### src/hdl/wps_pkg.sv
`timescale 1ns / 1ps
`default_nettype none

package wps_pkg;

    // result kind codes
    localparam logic [1:0] KIND_SAMPLE = 2'd0;
    localparam logic [1:0] KIND_END_OK = 2'd1;
    localparam logic [1:0] KIND_ERROR  = 2'd2;

    // input op codes
    localparam logic OP_BYTE = 1'b0;
    localparam logic OP_EOF  = 1'b1;

    // chunk tags, first byte of the file in the high bits
    localparam logic [31:0] TAG_RIFF = 32'h5249_4646;
    localparam logic [31:0] TAG_WAVE = 32'h5741_5645;
    localparam logic [31:0] TAG_FMT  = 32'h666D_7420;
    localparam logic [31:0] TAG_DATA = 32'h6461_7461;

    // format requirements
    localparam logic [15:0] FMT_PCM      = 16'd1;
    localparam logic [15:0] BITS_16      = 16'd16;
    localparam logic [15:0] CHAN_MONO    = 16'd1;
    localparam logic [15:0] CHAN_STEREO  = 16'd2;
    localparam logic [31:0] FMT_MIN_LEN  = 32'd16;

    // parser phases
    typedef enum logic [9:0] {
        PH_RIFF_TAG  = 10'b00_0000_0001,
        PH_RIFF_SIZE = 10'b00_0000_0010,
        PH_WAVE_TAG  = 10'b00_0000_0100,
        PH_HDR_PRE   = 10'b00_0000_1000,
        PH_SKIP_PRE  = 10'b00_0001_0000,
        PH_FMT_BODY  = 10'b00_0010_0000,
        PH_HDR_POST  = 10'b00_0100_0000,
        PH_SKIP_POST = 10'b00_1000_0000,
        PH_DATA      = 10'b01_0000_0000,
        PH_DONE      = 10'b10_0000_0000
    } t_phase;

    // one queued result group: dual sends the sample in the left then right slot
    typedef struct packed {
        logic [1:0]         kind;
        logic signed [15:0] sample;
        logic               right;
        logic               dual;
    } t_entry;

endpackage

`default_nettype wire

### src/hdl/wps_parser.sv
`timescale 1ns / 1ps
`default_nettype none

module wps_parser (
    input  wire logic          i_clk,
    input  wire logic          i_rst_n,
    input  wire logic          i_accept,
    input  wire logic          i_op,
    input  wire logic [7:0]    i_byte,
    output wps_pkg::t_entry    o_entry,
    output logic               o_push
);

    wps_pkg::t_phase    r_phase, n_phase;
    logic [3:0]         r_byte_index, n_byte_index;
    logic [31:0]        r_tag_word, n_tag_word;
    logic [31:0]        r_chunk_length, n_chunk_length;
    logic [31:0]        r_skip_remaining, n_skip_remaining;
    logic [15:0]        r_format_code, n_format_code;
    logic [15:0]        r_channel_count, n_channel_count;
    logic [15:0]        r_sample_bits, n_sample_bits;
    logic [7:0]         r_low_byte_hold, n_low_byte_hold;
    logic               r_byte_parity, n_byte_parity;
    logic               r_stereo_slot, n_stereo_slot;

    logic [31:0]        shifted_tag;
    logic [31:0]        placed_len;
    logic [15:0]        full_bits;
    logic [3:0]         index_inc;

    assign shifted_tag = {r_tag_word[23:0], i_byte};
    assign placed_len  = r_chunk_length | ({24'd0, i_byte} << {r_byte_index[1:0], 3'b000});
    assign full_bits   = {i_byte, r_sample_bits[7:0]};
    assign index_inc   = r_byte_index + 4'd1;

    // next state and result for one beat
    always_comb begin
        n_phase          = r_phase;
        n_byte_index     = r_byte_index;
        n_tag_word       = r_tag_word;
        n_chunk_length   = r_chunk_length;
        n_skip_remaining = r_skip_remaining;
        n_format_code    = r_format_code;
        n_channel_count  = r_channel_count;
        n_sample_bits    = r_sample_bits;
        n_low_byte_hold  = r_low_byte_hold;
        n_byte_parity    = r_byte_parity;
        n_stereo_slot    = r_stereo_slot;
        o_push           = 1'b0;
        o_entry.kind     = wps_pkg::KIND_ERROR;
        o_entry.sample   = '0;
        o_entry.right    = 1'b0;
        o_entry.dual     = 1'b0;

        if (i_op == wps_pkg::OP_EOF) begin
            // end of file: report unless an error was already reported, and return to reset state
            o_push           = (r_phase != wps_pkg::PH_DONE);
            o_entry.kind     = (r_phase == wps_pkg::PH_DATA) ? wps_pkg::KIND_END_OK
                                                              : wps_pkg::KIND_ERROR;
            n_phase          = wps_pkg::PH_RIFF_TAG;
            n_byte_index     = '0;
            n_tag_word       = '0;
            n_chunk_length   = '0;
            n_skip_remaining = '0;
            n_format_code    = '0;
            n_channel_count  = '0;
            n_sample_bits    = '0;
            n_low_byte_hold  = '0;
            n_byte_parity    = 1'b0;
            n_stereo_slot    = 1'b0;
        end else begin
            case (r_phase)
                wps_pkg::PH_RIFF_TAG, wps_pkg::PH_WAVE_TAG: begin
                    n_tag_word = shifted_tag;
                    if (r_byte_index != 4'd3) begin
                        n_byte_index = index_inc;
                    end else if (r_phase == wps_pkg::PH_RIFF_TAG
                                 && shifted_tag != wps_pkg::TAG_RIFF) begin
                        n_phase = wps_pkg::PH_DONE;
                        o_push  = 1'b1;
                    end else if (r_phase == wps_pkg::PH_WAVE_TAG
                                 && shifted_tag != wps_pkg::TAG_WAVE) begin
                        n_phase = wps_pkg::PH_DONE;
                        o_push  = 1'b1;
                    end else begin
                        n_phase        = (r_phase == wps_pkg::PH_RIFF_TAG)
                                         ? wps_pkg::PH_RIFF_SIZE : wps_pkg::PH_HDR_PRE;
                        n_byte_index   = '0;
                        n_tag_word     = '0;
                        n_chunk_length = '0;
                    end
                end
                wps_pkg::PH_RIFF_SIZE: begin
                    if (r_byte_index != 4'd3) begin
                        n_byte_index = index_inc;
                    end else begin
                        n_byte_index = '0;
                        n_phase      = wps_pkg::PH_WAVE_TAG;
                    end
                end
                wps_pkg::PH_HDR_PRE, wps_pkg::PH_HDR_POST: begin
                    // tag bytes first, then little-endian length
                    if (r_byte_index < 4'd4) begin
                        n_tag_word = shifted_tag;
                    end else begin
                        n_chunk_length = placed_len;
                    end
                    if (r_byte_index != 4'd7) begin
                        n_byte_index = index_inc;
                    end else begin
                        n_byte_index = '0;
                        if (r_phase == wps_pkg::PH_HDR_PRE
                            && r_tag_word == wps_pkg::TAG_FMT) begin
                            if (placed_len < wps_pkg::FMT_MIN_LEN) begin
                                n_phase = wps_pkg::PH_DONE;
                                o_push  = 1'b1;
                            end else begin
                                n_skip_remaining = placed_len - wps_pkg::FMT_MIN_LEN;
                                n_phase          = wps_pkg::PH_FMT_BODY;
                            end
                        end else if (r_phase == wps_pkg::PH_HDR_POST
                                     && r_tag_word == wps_pkg::TAG_DATA) begin
                            if (r_channel_count != wps_pkg::CHAN_MONO
                                && r_channel_count != wps_pkg::CHAN_STEREO) begin
                                n_phase = wps_pkg::PH_DONE;
                                o_push  = 1'b1;
                            end else begin
                                n_phase       = wps_pkg::PH_DATA;
                                n_byte_parity = 1'b0;
                                n_stereo_slot = 1'b0;
                            end
                        end else begin
                            n_skip_remaining = placed_len;
                            if (placed_len == 32'd0) begin
                                n_tag_word     = '0;
                                n_chunk_length = '0;
                            end else begin
                                n_phase = (r_phase == wps_pkg::PH_HDR_PRE)
                                          ? wps_pkg::PH_SKIP_PRE : wps_pkg::PH_SKIP_POST;
                            end
                        end
                    end
                end
                wps_pkg::PH_SKIP_PRE, wps_pkg::PH_SKIP_POST: begin
                    n_skip_remaining = r_skip_remaining - 32'd1;
                    if (n_skip_remaining == 32'd0) begin
                        n_phase        = (r_phase == wps_pkg::PH_SKIP_PRE)
                                         ? wps_pkg::PH_HDR_PRE : wps_pkg::PH_HDR_POST;
                        n_byte_index   = '0;
                        n_tag_word     = '0;
                        n_chunk_length = '0;
                    end
                end
                wps_pkg::PH_FMT_BODY: begin
                    // pick format, channel and bit depth out of the fmt body
                    case (r_byte_index)
                        4'd0:    n_format_code   = {r_format_code[15:8], i_byte};
                        4'd1:    n_format_code   = {i_byte, r_format_code[7:0]};
                        4'd2:    n_channel_count = {r_channel_count[15:8], i_byte};
                        4'd3:    n_channel_count = {i_byte, r_channel_count[7:0]};
                        4'd14:   n_sample_bits   = {r_sample_bits[15:8], i_byte};
                        4'd15:   n_sample_bits   = full_bits;
                        default: n_format_code   = r_format_code;
                    endcase
                    if (r_byte_index != 4'd15) begin
                        n_byte_index = index_inc;
                    end else begin
                        n_byte_index = '0;
                        if (r_format_code != wps_pkg::FMT_PCM
                            || full_bits != wps_pkg::BITS_16) begin
                            n_phase = wps_pkg::PH_DONE;
                            o_push  = 1'b1;
                        end else if (r_skip_remaining == 32'd0) begin
                            n_phase        = wps_pkg::PH_HDR_POST;
                            n_tag_word     = '0;
                            n_chunk_length = '0;
                        end else begin
                            n_phase = wps_pkg::PH_SKIP_POST;
                        end
                    end
                end
                wps_pkg::PH_DATA: begin
                    // low byte held, high byte completes a sample
                    if (!r_byte_parity) begin
                        n_low_byte_hold = i_byte;
                        n_byte_parity   = 1'b1;
                    end else begin
                        n_byte_parity  = 1'b0;
                        o_push         = 1'b1;
                        o_entry.kind   = wps_pkg::KIND_SAMPLE;
                        o_entry.sample = {i_byte, r_low_byte_hold};
                        if (r_channel_count == wps_pkg::CHAN_MONO) begin
                            o_entry.dual = 1'b1;
                        end else begin
                            o_entry.right = r_stereo_slot;
                            n_stereo_slot = ~r_stereo_slot;
                        end
                    end
                end
                default: begin
                    n_phase = r_phase;
                end
            endcase
        end
    end

    // parser state
    always_ff @(posedge i_clk) begin
        if (!i_rst_n) begin
            r_phase          <= wps_pkg::PH_RIFF_TAG;
            r_byte_index     <= '0;
            r_tag_word       <= '0;
            r_chunk_length   <= '0;
            r_skip_remaining <= '0;
            r_format_code    <= '0;
            r_channel_count  <= '0;
            r_sample_bits    <= '0;
            r_low_byte_hold  <= '0;
            r_byte_parity    <= 1'b0;
            r_stereo_slot    <= 1'b0;
        end else if (i_accept) begin
            r_phase          <= n_phase;
            r_byte_index     <= n_byte_index;
            r_tag_word       <= n_tag_word;
            r_chunk_length   <= n_chunk_length;
            r_skip_remaining <= n_skip_remaining;
            r_format_code    <= n_format_code;
            r_channel_count  <= n_channel_count;
            r_sample_bits    <= n_sample_bits;
            r_low_byte_hold  <= n_low_byte_hold;
            r_byte_parity    <= n_byte_parity;
            r_stereo_slot    <= n_stereo_slot;
        end
    end

endmodule

`default_nettype wire

### src/hdl/wps_out_buf.sv
`timescale 1ns / 1ps
`default_nettype none

module wps_out_buf (
    input  wire logic            i_clk,
    input  wire logic            i_rst_n,
    input  wire logic            i_push,
    input  wire wps_pkg::t_entry i_entry,
    output logic                 o_ready,
    output logic                 o_valid,
    input  wire logic            i_taken,
    output logic [1:0]           o_kind,
    output logic signed [15:0]   o_sample,
    output logic                 o_right,
    output logic                 o_last
);

    wps_pkg::t_entry    r_mem [2];
    logic               r_wr_ptr;
    logic               r_rd_ptr;
    logic [1:0]         r_count;
    logic               r_sub;
    wps_pkg::t_entry    head;
    logic               pop;

    assign head     = r_mem[r_rd_ptr];
    assign o_ready  = (r_count != 2'd2);
    assign o_valid  = (r_count != 2'd0);
    assign o_kind   = head.kind;
    assign o_sample = head.sample;
    assign o_right  = head.dual ? r_sub : head.right;
    assign o_last   = !head.dual || r_sub;
    assign pop      = o_valid && i_taken && o_last;

    // entry storage
    always_ff @(posedge i_clk) begin
        if (i_push) begin
            r_mem[r_wr_ptr] <= i_entry;
        end
    end

    // pointers, fill count and beat within a dual entry
    always_ff @(posedge i_clk) begin
        if (!i_rst_n) begin
            r_wr_ptr <= 1'b0;
            r_rd_ptr <= 1'b0;
            r_count  <= 2'd0;
            r_sub    <= 1'b0;
        end else begin
            if (i_push) begin
                r_wr_ptr <= ~r_wr_ptr;
            end
            if (pop) begin
                r_rd_ptr <= ~r_rd_ptr;
                r_sub    <= 1'b0;
            end else if (o_valid && i_taken) begin
                r_sub    <= 1'b1;
            end
            case ({i_push, pop})
                2'b10:   r_count <= r_count + 2'd1;
                2'b01:   r_count <= r_count - 2'd1;
                default: r_count <= r_count;
            endcase
        end
    end

endmodule

`default_nettype wire

### src/hdl/wav_pcm16_stream_parser_core.sv
`timescale 1ns / 1ps
`default_nettype none
// a result entry is registered into the result queue as the byte that causes it is accepted
// throughput: one file byte per cycle while the result queue has room, set by the single-pass parser update
// a mono sample's two beats drain while its next two bytes arrive, so the rate holds
// the two-entry result queue lets a new byte in while a finished result waits
// reset: i_rst_n synchronous, active low; parser returns to expecting the RIFF tag

module wav_pcm16_stream_parser_core (
    input  wire logic          i_clk,
    input  wire logic          i_rst_n,
    input  wire logic          i_s_tvalid,
    output logic               o_s_tready,
    input  wire logic [7:0]    i_s_tdata,   // [7:0] file_byte
    input  wire logic          i_s_tuser,   // [0] op
    output logic               o_m_tvalid,
    input  wire logic          i_m_tready,
    output logic [15:0]        o_m_tdata,   // [15:0] sample
    output logic [2:0]         o_m_tuser,   // [1:0] kind, [2] right_channel
    output logic               o_m_tlast    // last_of_run
);

    logic               accept;
    logic               push;
    wps_pkg::t_entry    entry;
    logic [1:0]         out_kind;
    logic signed [15:0] out_sample;
    logic               out_right;

    assign accept = i_s_tvalid && o_s_tready;

    // byte parser
    wps_parser u_parser (
        .i_clk    (i_clk),
        .i_rst_n  (i_rst_n),
        .i_accept (accept),
        .i_op     (i_s_tuser),
        .i_byte   (i_s_tdata),
        .o_entry  (entry),
        .o_push   (push)
    );

    // result queue and beat sequencer
    wps_out_buf u_out_buf (
        .i_clk    (i_clk),
        .i_rst_n  (i_rst_n),
        .i_push   (push && accept),
        .i_entry  (entry),
        .o_ready  (o_s_tready),
        .o_valid  (o_m_tvalid),
        .i_taken  (i_m_tready),
        .o_kind   (out_kind),
        .o_sample (out_sample),
        .o_right  (out_right),
        .o_last   (o_m_tlast)
    );

    assign o_m_tdata = out_sample;
    assign o_m_tuser = {out_right, out_kind};

endmodule

`default_nettype wire

### config.mk
export PLATFORM = sky130hd
export DESIGN_NAME = wav_pcm16_stream_parser_core
export DESIGN_NICKNAME = d
export VERILOG_FILES = /design/src/hdl/wps_pkg.sv /design/src/hdl/wps_parser.sv /design/src/hdl/wps_out_buf.sv /design/src/hdl/wav_pcm16_stream_parser_core.sv
export SDC_FILE = /design/constraint.sdc
export NUM_CORES = 1
export LEC_CHECK = 0
export ABC_CLOCK_PERIOD_IN_PS = 10100
export BUFFER_PORTS_ARGS = -buffer_cell sky130_fd_sc_hd__buf_2
export CAP_MARGIN = 25
export CORE_MARGIN = 2
export CORE_UTILIZATION = 38
export DETAILED_ROUTE_END_ITERATION = 12
export GPL_TIMING_DRIVEN = 0
export MAX_ROUTING_LAYER = met4
export PLACE_DENSITY = 0.55
export RECOVER_POWER = 50
export SYNTH_ARGS = -nofsm -noshare
export SYNTH_HDL_FRONTEND = slang
export SYNTH_SLANG_ARGS = --single-unit
export TNS_END_PERCENT = 10
### constraint.sdc
create_clock -name i_clk -period 10.1 [get_ports i_clk]
set_input_delay 0.505 -clock i_clk [delete_from_list [all_inputs] [get_ports i_clk]]
set_output_delay 0.505 -clock i_clk [all_outputs]
set_load 0.03 [all_outputs]
==> flow_metrics.py <==
metrics = {
    "floorplanning": {
        "initial_utilization_pct": 38.6,
        "die_outline_width_um": 177,
        "core_um2": 29600,
        "pin_count": 35,
        "die_y_um": 177,
        "number_of_cell_rows": 63,
        "fp.dieArea_um2": 31400,
    },
    "yosys": {
        "synth_enable_flop_cells": 40,
        "synth_async_sr_flop_share_pct": 0,
        "netlist.area_leader.share_pct": 29.1,
        "post-synth-top-count-cell": "dfxtp_1",
        "syn_area_um2": 11400,
        "post_synth_num_cell_types": 89,
        "syn_inst": 1324,
        "yosys_most_used_dff": "dfxtp_1",
        "synthTopCellsByArea": "dfxtp_1 (29%), edfxtp_1 (11%), nor2_1 (4.4%)",
        "netlist_top_cells_count": "dfxtp_1 (166), nor2_1 (135), nand2_1 (110)",
        "syn_avg_cell_area_um2": 8.61,
        "synth.yosys.warnings": 0,
        "postSynthRegisterBits": 206,
        "syn-num-nets": 1346,
        "synth_sequential_area_ratio_pct": 39.7,
        "synth_largest_area_cell": "dfxtp_1",
    },
    "critical_path": {
        "critical-path-slowest-cell": "a211oi_1",
        "worst-path-buf-inv": 3,
        "crit_chain": "clkbuf_1, inv_1, ha_1, clkbuf_1, nor3b_1, nand3_1, nor4_1, xnor2_1, nand2_1, nand4b_1, a211oi_1, or4b_1, o21ai_0",
        "worstSetupStartpointType": "flop",
        "cp_common_cell": "clkbuf_1",
        "critPathRequiredTime_ns": 10.57,
        "cp_max_fo": 9,
        "worst_setup_path_end_kind": "flop",
        "worst_path_largest_cell_delay_ns": 1.15,
        "worst_ep_arrival_time_ns": 6.03,
        "timing.setup.critical_path_class": "reg2reg",
        "cp_top_family": "simple AND/OR/NAND/NOR gates",
    },
    "placement": {
        "numPortBuffers": 31,
        "gpl.final_weighted_congestion": 0.931,
        "dp_worst_setup_slack_ns": 5.33,
        "detailed_place_hpwl_um": 28100,
    },
    "clock_network": {
        "clk_path_buf_depth": 3,
        "post_cts_buffers": 0,
        "clock_insertion_delay_worst_skew_ns": 0.55,
        "post_cts_resized": 0,
        "tritoncts": "done",
        "root_buffer": "clkbuf_16",
        "path_clk_slew_ns": 0.06,
        "cts_inserted_buffers": 25,
        "cts_hold_repair.buffers": 0,
        "cts.htree.levels": 1,
        "tritoncts_num_sinks": 206,
    },
    "sta": {
        "final.setup.worst_slack_ns": 4.54,
        "finClkSkew_ns": 0.0158,
        "final_max_slew_viol_count": 9,
        "whs_ns": 0.367,
        "worst_slew_margin_rel_pct": -1.96,
        "min_period_over_period_pct": 55.1,
        "timing.fmax_mhz": 180,
        "hold_violations": 0,
        "final.min_clock_period_ns": 5.56,
        "rsz_0062_raised_after_global_routing": "no",
        "slew_of_the_pin_with_the_lowest_slew_margin_ns": 1.51,
        "final.setup.tns_ns": 0,
        "report.final.setup_viol": 0,
    },
    "drt": {
        "viasPerCell": 5.93,
        "antenna_violating_nets_post_route": 0,
        "routed_wl_um": 38300,
        "via_count": 10635,
        "route.detailed.drc": 0,
        "routedWlPerCell_um": 21.3,
        "drt_iter0_markers": 863,
        "detailedRoute.firstPassIterationCount": 5,
    },
    "global_routing": {
        "globalRoute.totalOverflow": 0,
        "largest_net_degree_at_the_start_of_global_routing": 21,
        "met2_usage_pct": 38.3,
        "grt_util_met3_pct": 4.25,
        "grt_util_met1_pct": 33.0,
        "globalRoute.busiestLayer": "met2",
        "grt_antenna_before_repair": 1,
        "globalRouteTotalUtil_pct": 24.8,
        "grt_pass1_vias": 9936,
        "grt_first_pass_wirelength_um": 58600,
    },
    "run_status": {
        "violations": "capacitance limit, slew limit",
        "status": "finished with violations",
    },
    "layout": {
        "finish.net_count": 1407,
        "post-route-util_pct": 43.2,
        "drive_above_1_share_pct": 8.69,
        "n_fill_cell": 3074,
        "num_antenna_cells": 0,
        "area_growth_syn_to_layout_pct": 12.1,
    },
    "power": {
        "power.ir.vdd_worst_mv": 0.132,
        "finalPower_w": 0.00231,
        "power_density_nw_per_um2": 181,
        "p_leak_nw": 4.42,
    },
    "job": {
        "drv_cap": 1,
    },
    "min_path": {
        "path_type_of_the_worst_min_delay_path": "in2reg",
    },
}
-- power breakdown --
part / switching (W) / internal, W / leakage, nW
combinational: 0.000349 / 0.000160 / 2.29
sequential: 0.0000212 / 0.000875 / 1.73
clock: 0.000375 / 0.000533 / 0.395
total: 0.000744 / 0.00157 / 4.42
-- state kept, by name (all words and copies together), names as in the netlist, named ones only --
register	cells
u_out_buf.r_mem	40
u_parser.r_chunk_length	32
u_parser.r_skip_remaining	32
u_parser.r_tag_word	32
u_parser.r_channel_count	16
u_parser.r_format_code	16
u_parser.r_phase	10
u_parser.r_low_byte_hold	8
u_parser.r_sample_bits	8
u_parser.r_byte_index	4
u_out_buf.r_count	2
u_out_buf.r_rd_ptr	1
u_out_buf.r_sub	1
u_out_buf.r_wr_ptr	1
u_parser.r_byte_parity	1
u_parser.r_stereo_slot	1
-- worst register-to-register path: stages, from the launching register on --
cell and delay [ns]:
dfxtp_1 0.30, clkbuf_1 0.23, inv_1 0.19, ha_1 0.16, clkbuf_1 0.33, nor3b_1 0.71
nand3_1 0.57, nor4_1 0.50, xnor2_1 0.23, nand2_1 0.09, nand4b_1 0.37, a211oi_1 1.15
or4b_1 0.55, o21ai_0 0.10
-- worst paths after layout --
path / startpoint / end / slack (ns) / cells after the start
hold reg to reg: u_parser.r_format_code[7]$_SDFFE_PN0P_ / u_parser.r_format_code[7]$_SDFFE_PN0P_ / 0.46 / 2
setup / recovery: u_parser.r_skip_remaining[1]$_SDFFE_PN0P_ / u_parser.r_phase[5]$_SDFFE_PN0P_ / 4.54 / 13
setup reg to reg: u_parser.r_skip_remaining[1]$_SDFFE_PN0P_ / u_parser.r_phase[5]$_SDFFE_PN0P_ / 4.54 / 13
hold / removal: i_m_tready / u_out_buf.r_sub$_SDFFE_PP0P_ / 0.37 / 4
-- cell usage in the layout, fill, tap and decap left out, types with 17 or more instances in the layout --
| master | n |
|---|---|
| a21boi_0 | 35 |
| a21oi_1 | 74 |
| a22o_1 | 35 |
| a31oi_1 | 37 |
| and2_0 | 17 |
| buf_2 | 24 |
| clkbuf_1 | 95 |
| clkbuf_16 | 25 |
| dfxtp_1 | 166 |
| edfxtp_1 | 40 |
| mux2i_1 | 24 |
| nand2_1 | 110 |
| nand3_1 | 56 |
| nand4_1 | 21 |
| nor2_1 | 135 |
| nor2b_1 | 46 |
| nor3_1 | 40 |
| nor4_1 | 34 |
| o21ai_0 | 47 |
| o21ai_1 | 23 |
| xnor2_1 | 24 |
| xor2_1 | 20 |
-- kinds of logic after synthesis --
| family | synth area share, % |
|---|---|
| buf+inv | 4.08 |
| xor+xnor | 3.38 |
| simple gates | 28.3 |
| flops | 39.7 |
| compound gates | 19.7 |
| mux | 3.88 |
| fa+ha+maj | 0.988 |
-- layer usage --
| metal | vias to the layer above | wire [µm] |
|---|---|---|
| li1 | 5000 | - |
| met1 | 5152 | 17400 |
| met2 | 396 | 17100 |
| met3 | 87 | 2670 |
| met4 | 0 | 1160 |
| met5 | - | 0 |
-- through the flow --
step / cells / instance area, µm²
CTS: 1793 / 12900
finish: 1794 / 12800
global placement: 1745 / 12000
global route: 1794 / 12800
detailed placement: 1747 / 12100
floorplan: 1324 / 11400
-- cell type report --
type,instances,area [µm²],area share (%)
Inverter,14,52.6,0.411
Buffer,90,390,3.05
Clock buffer,33,686,5.36
Multi-Input combinational cell,1014,6350,49.6
Clock inverter,13,141,1.11
Timing Repair Buffer,34,155,1.21
Tap cell,390,488,3.82
Sequential cell,206,4520,35.4
Power figures use the tool's default switching activity.
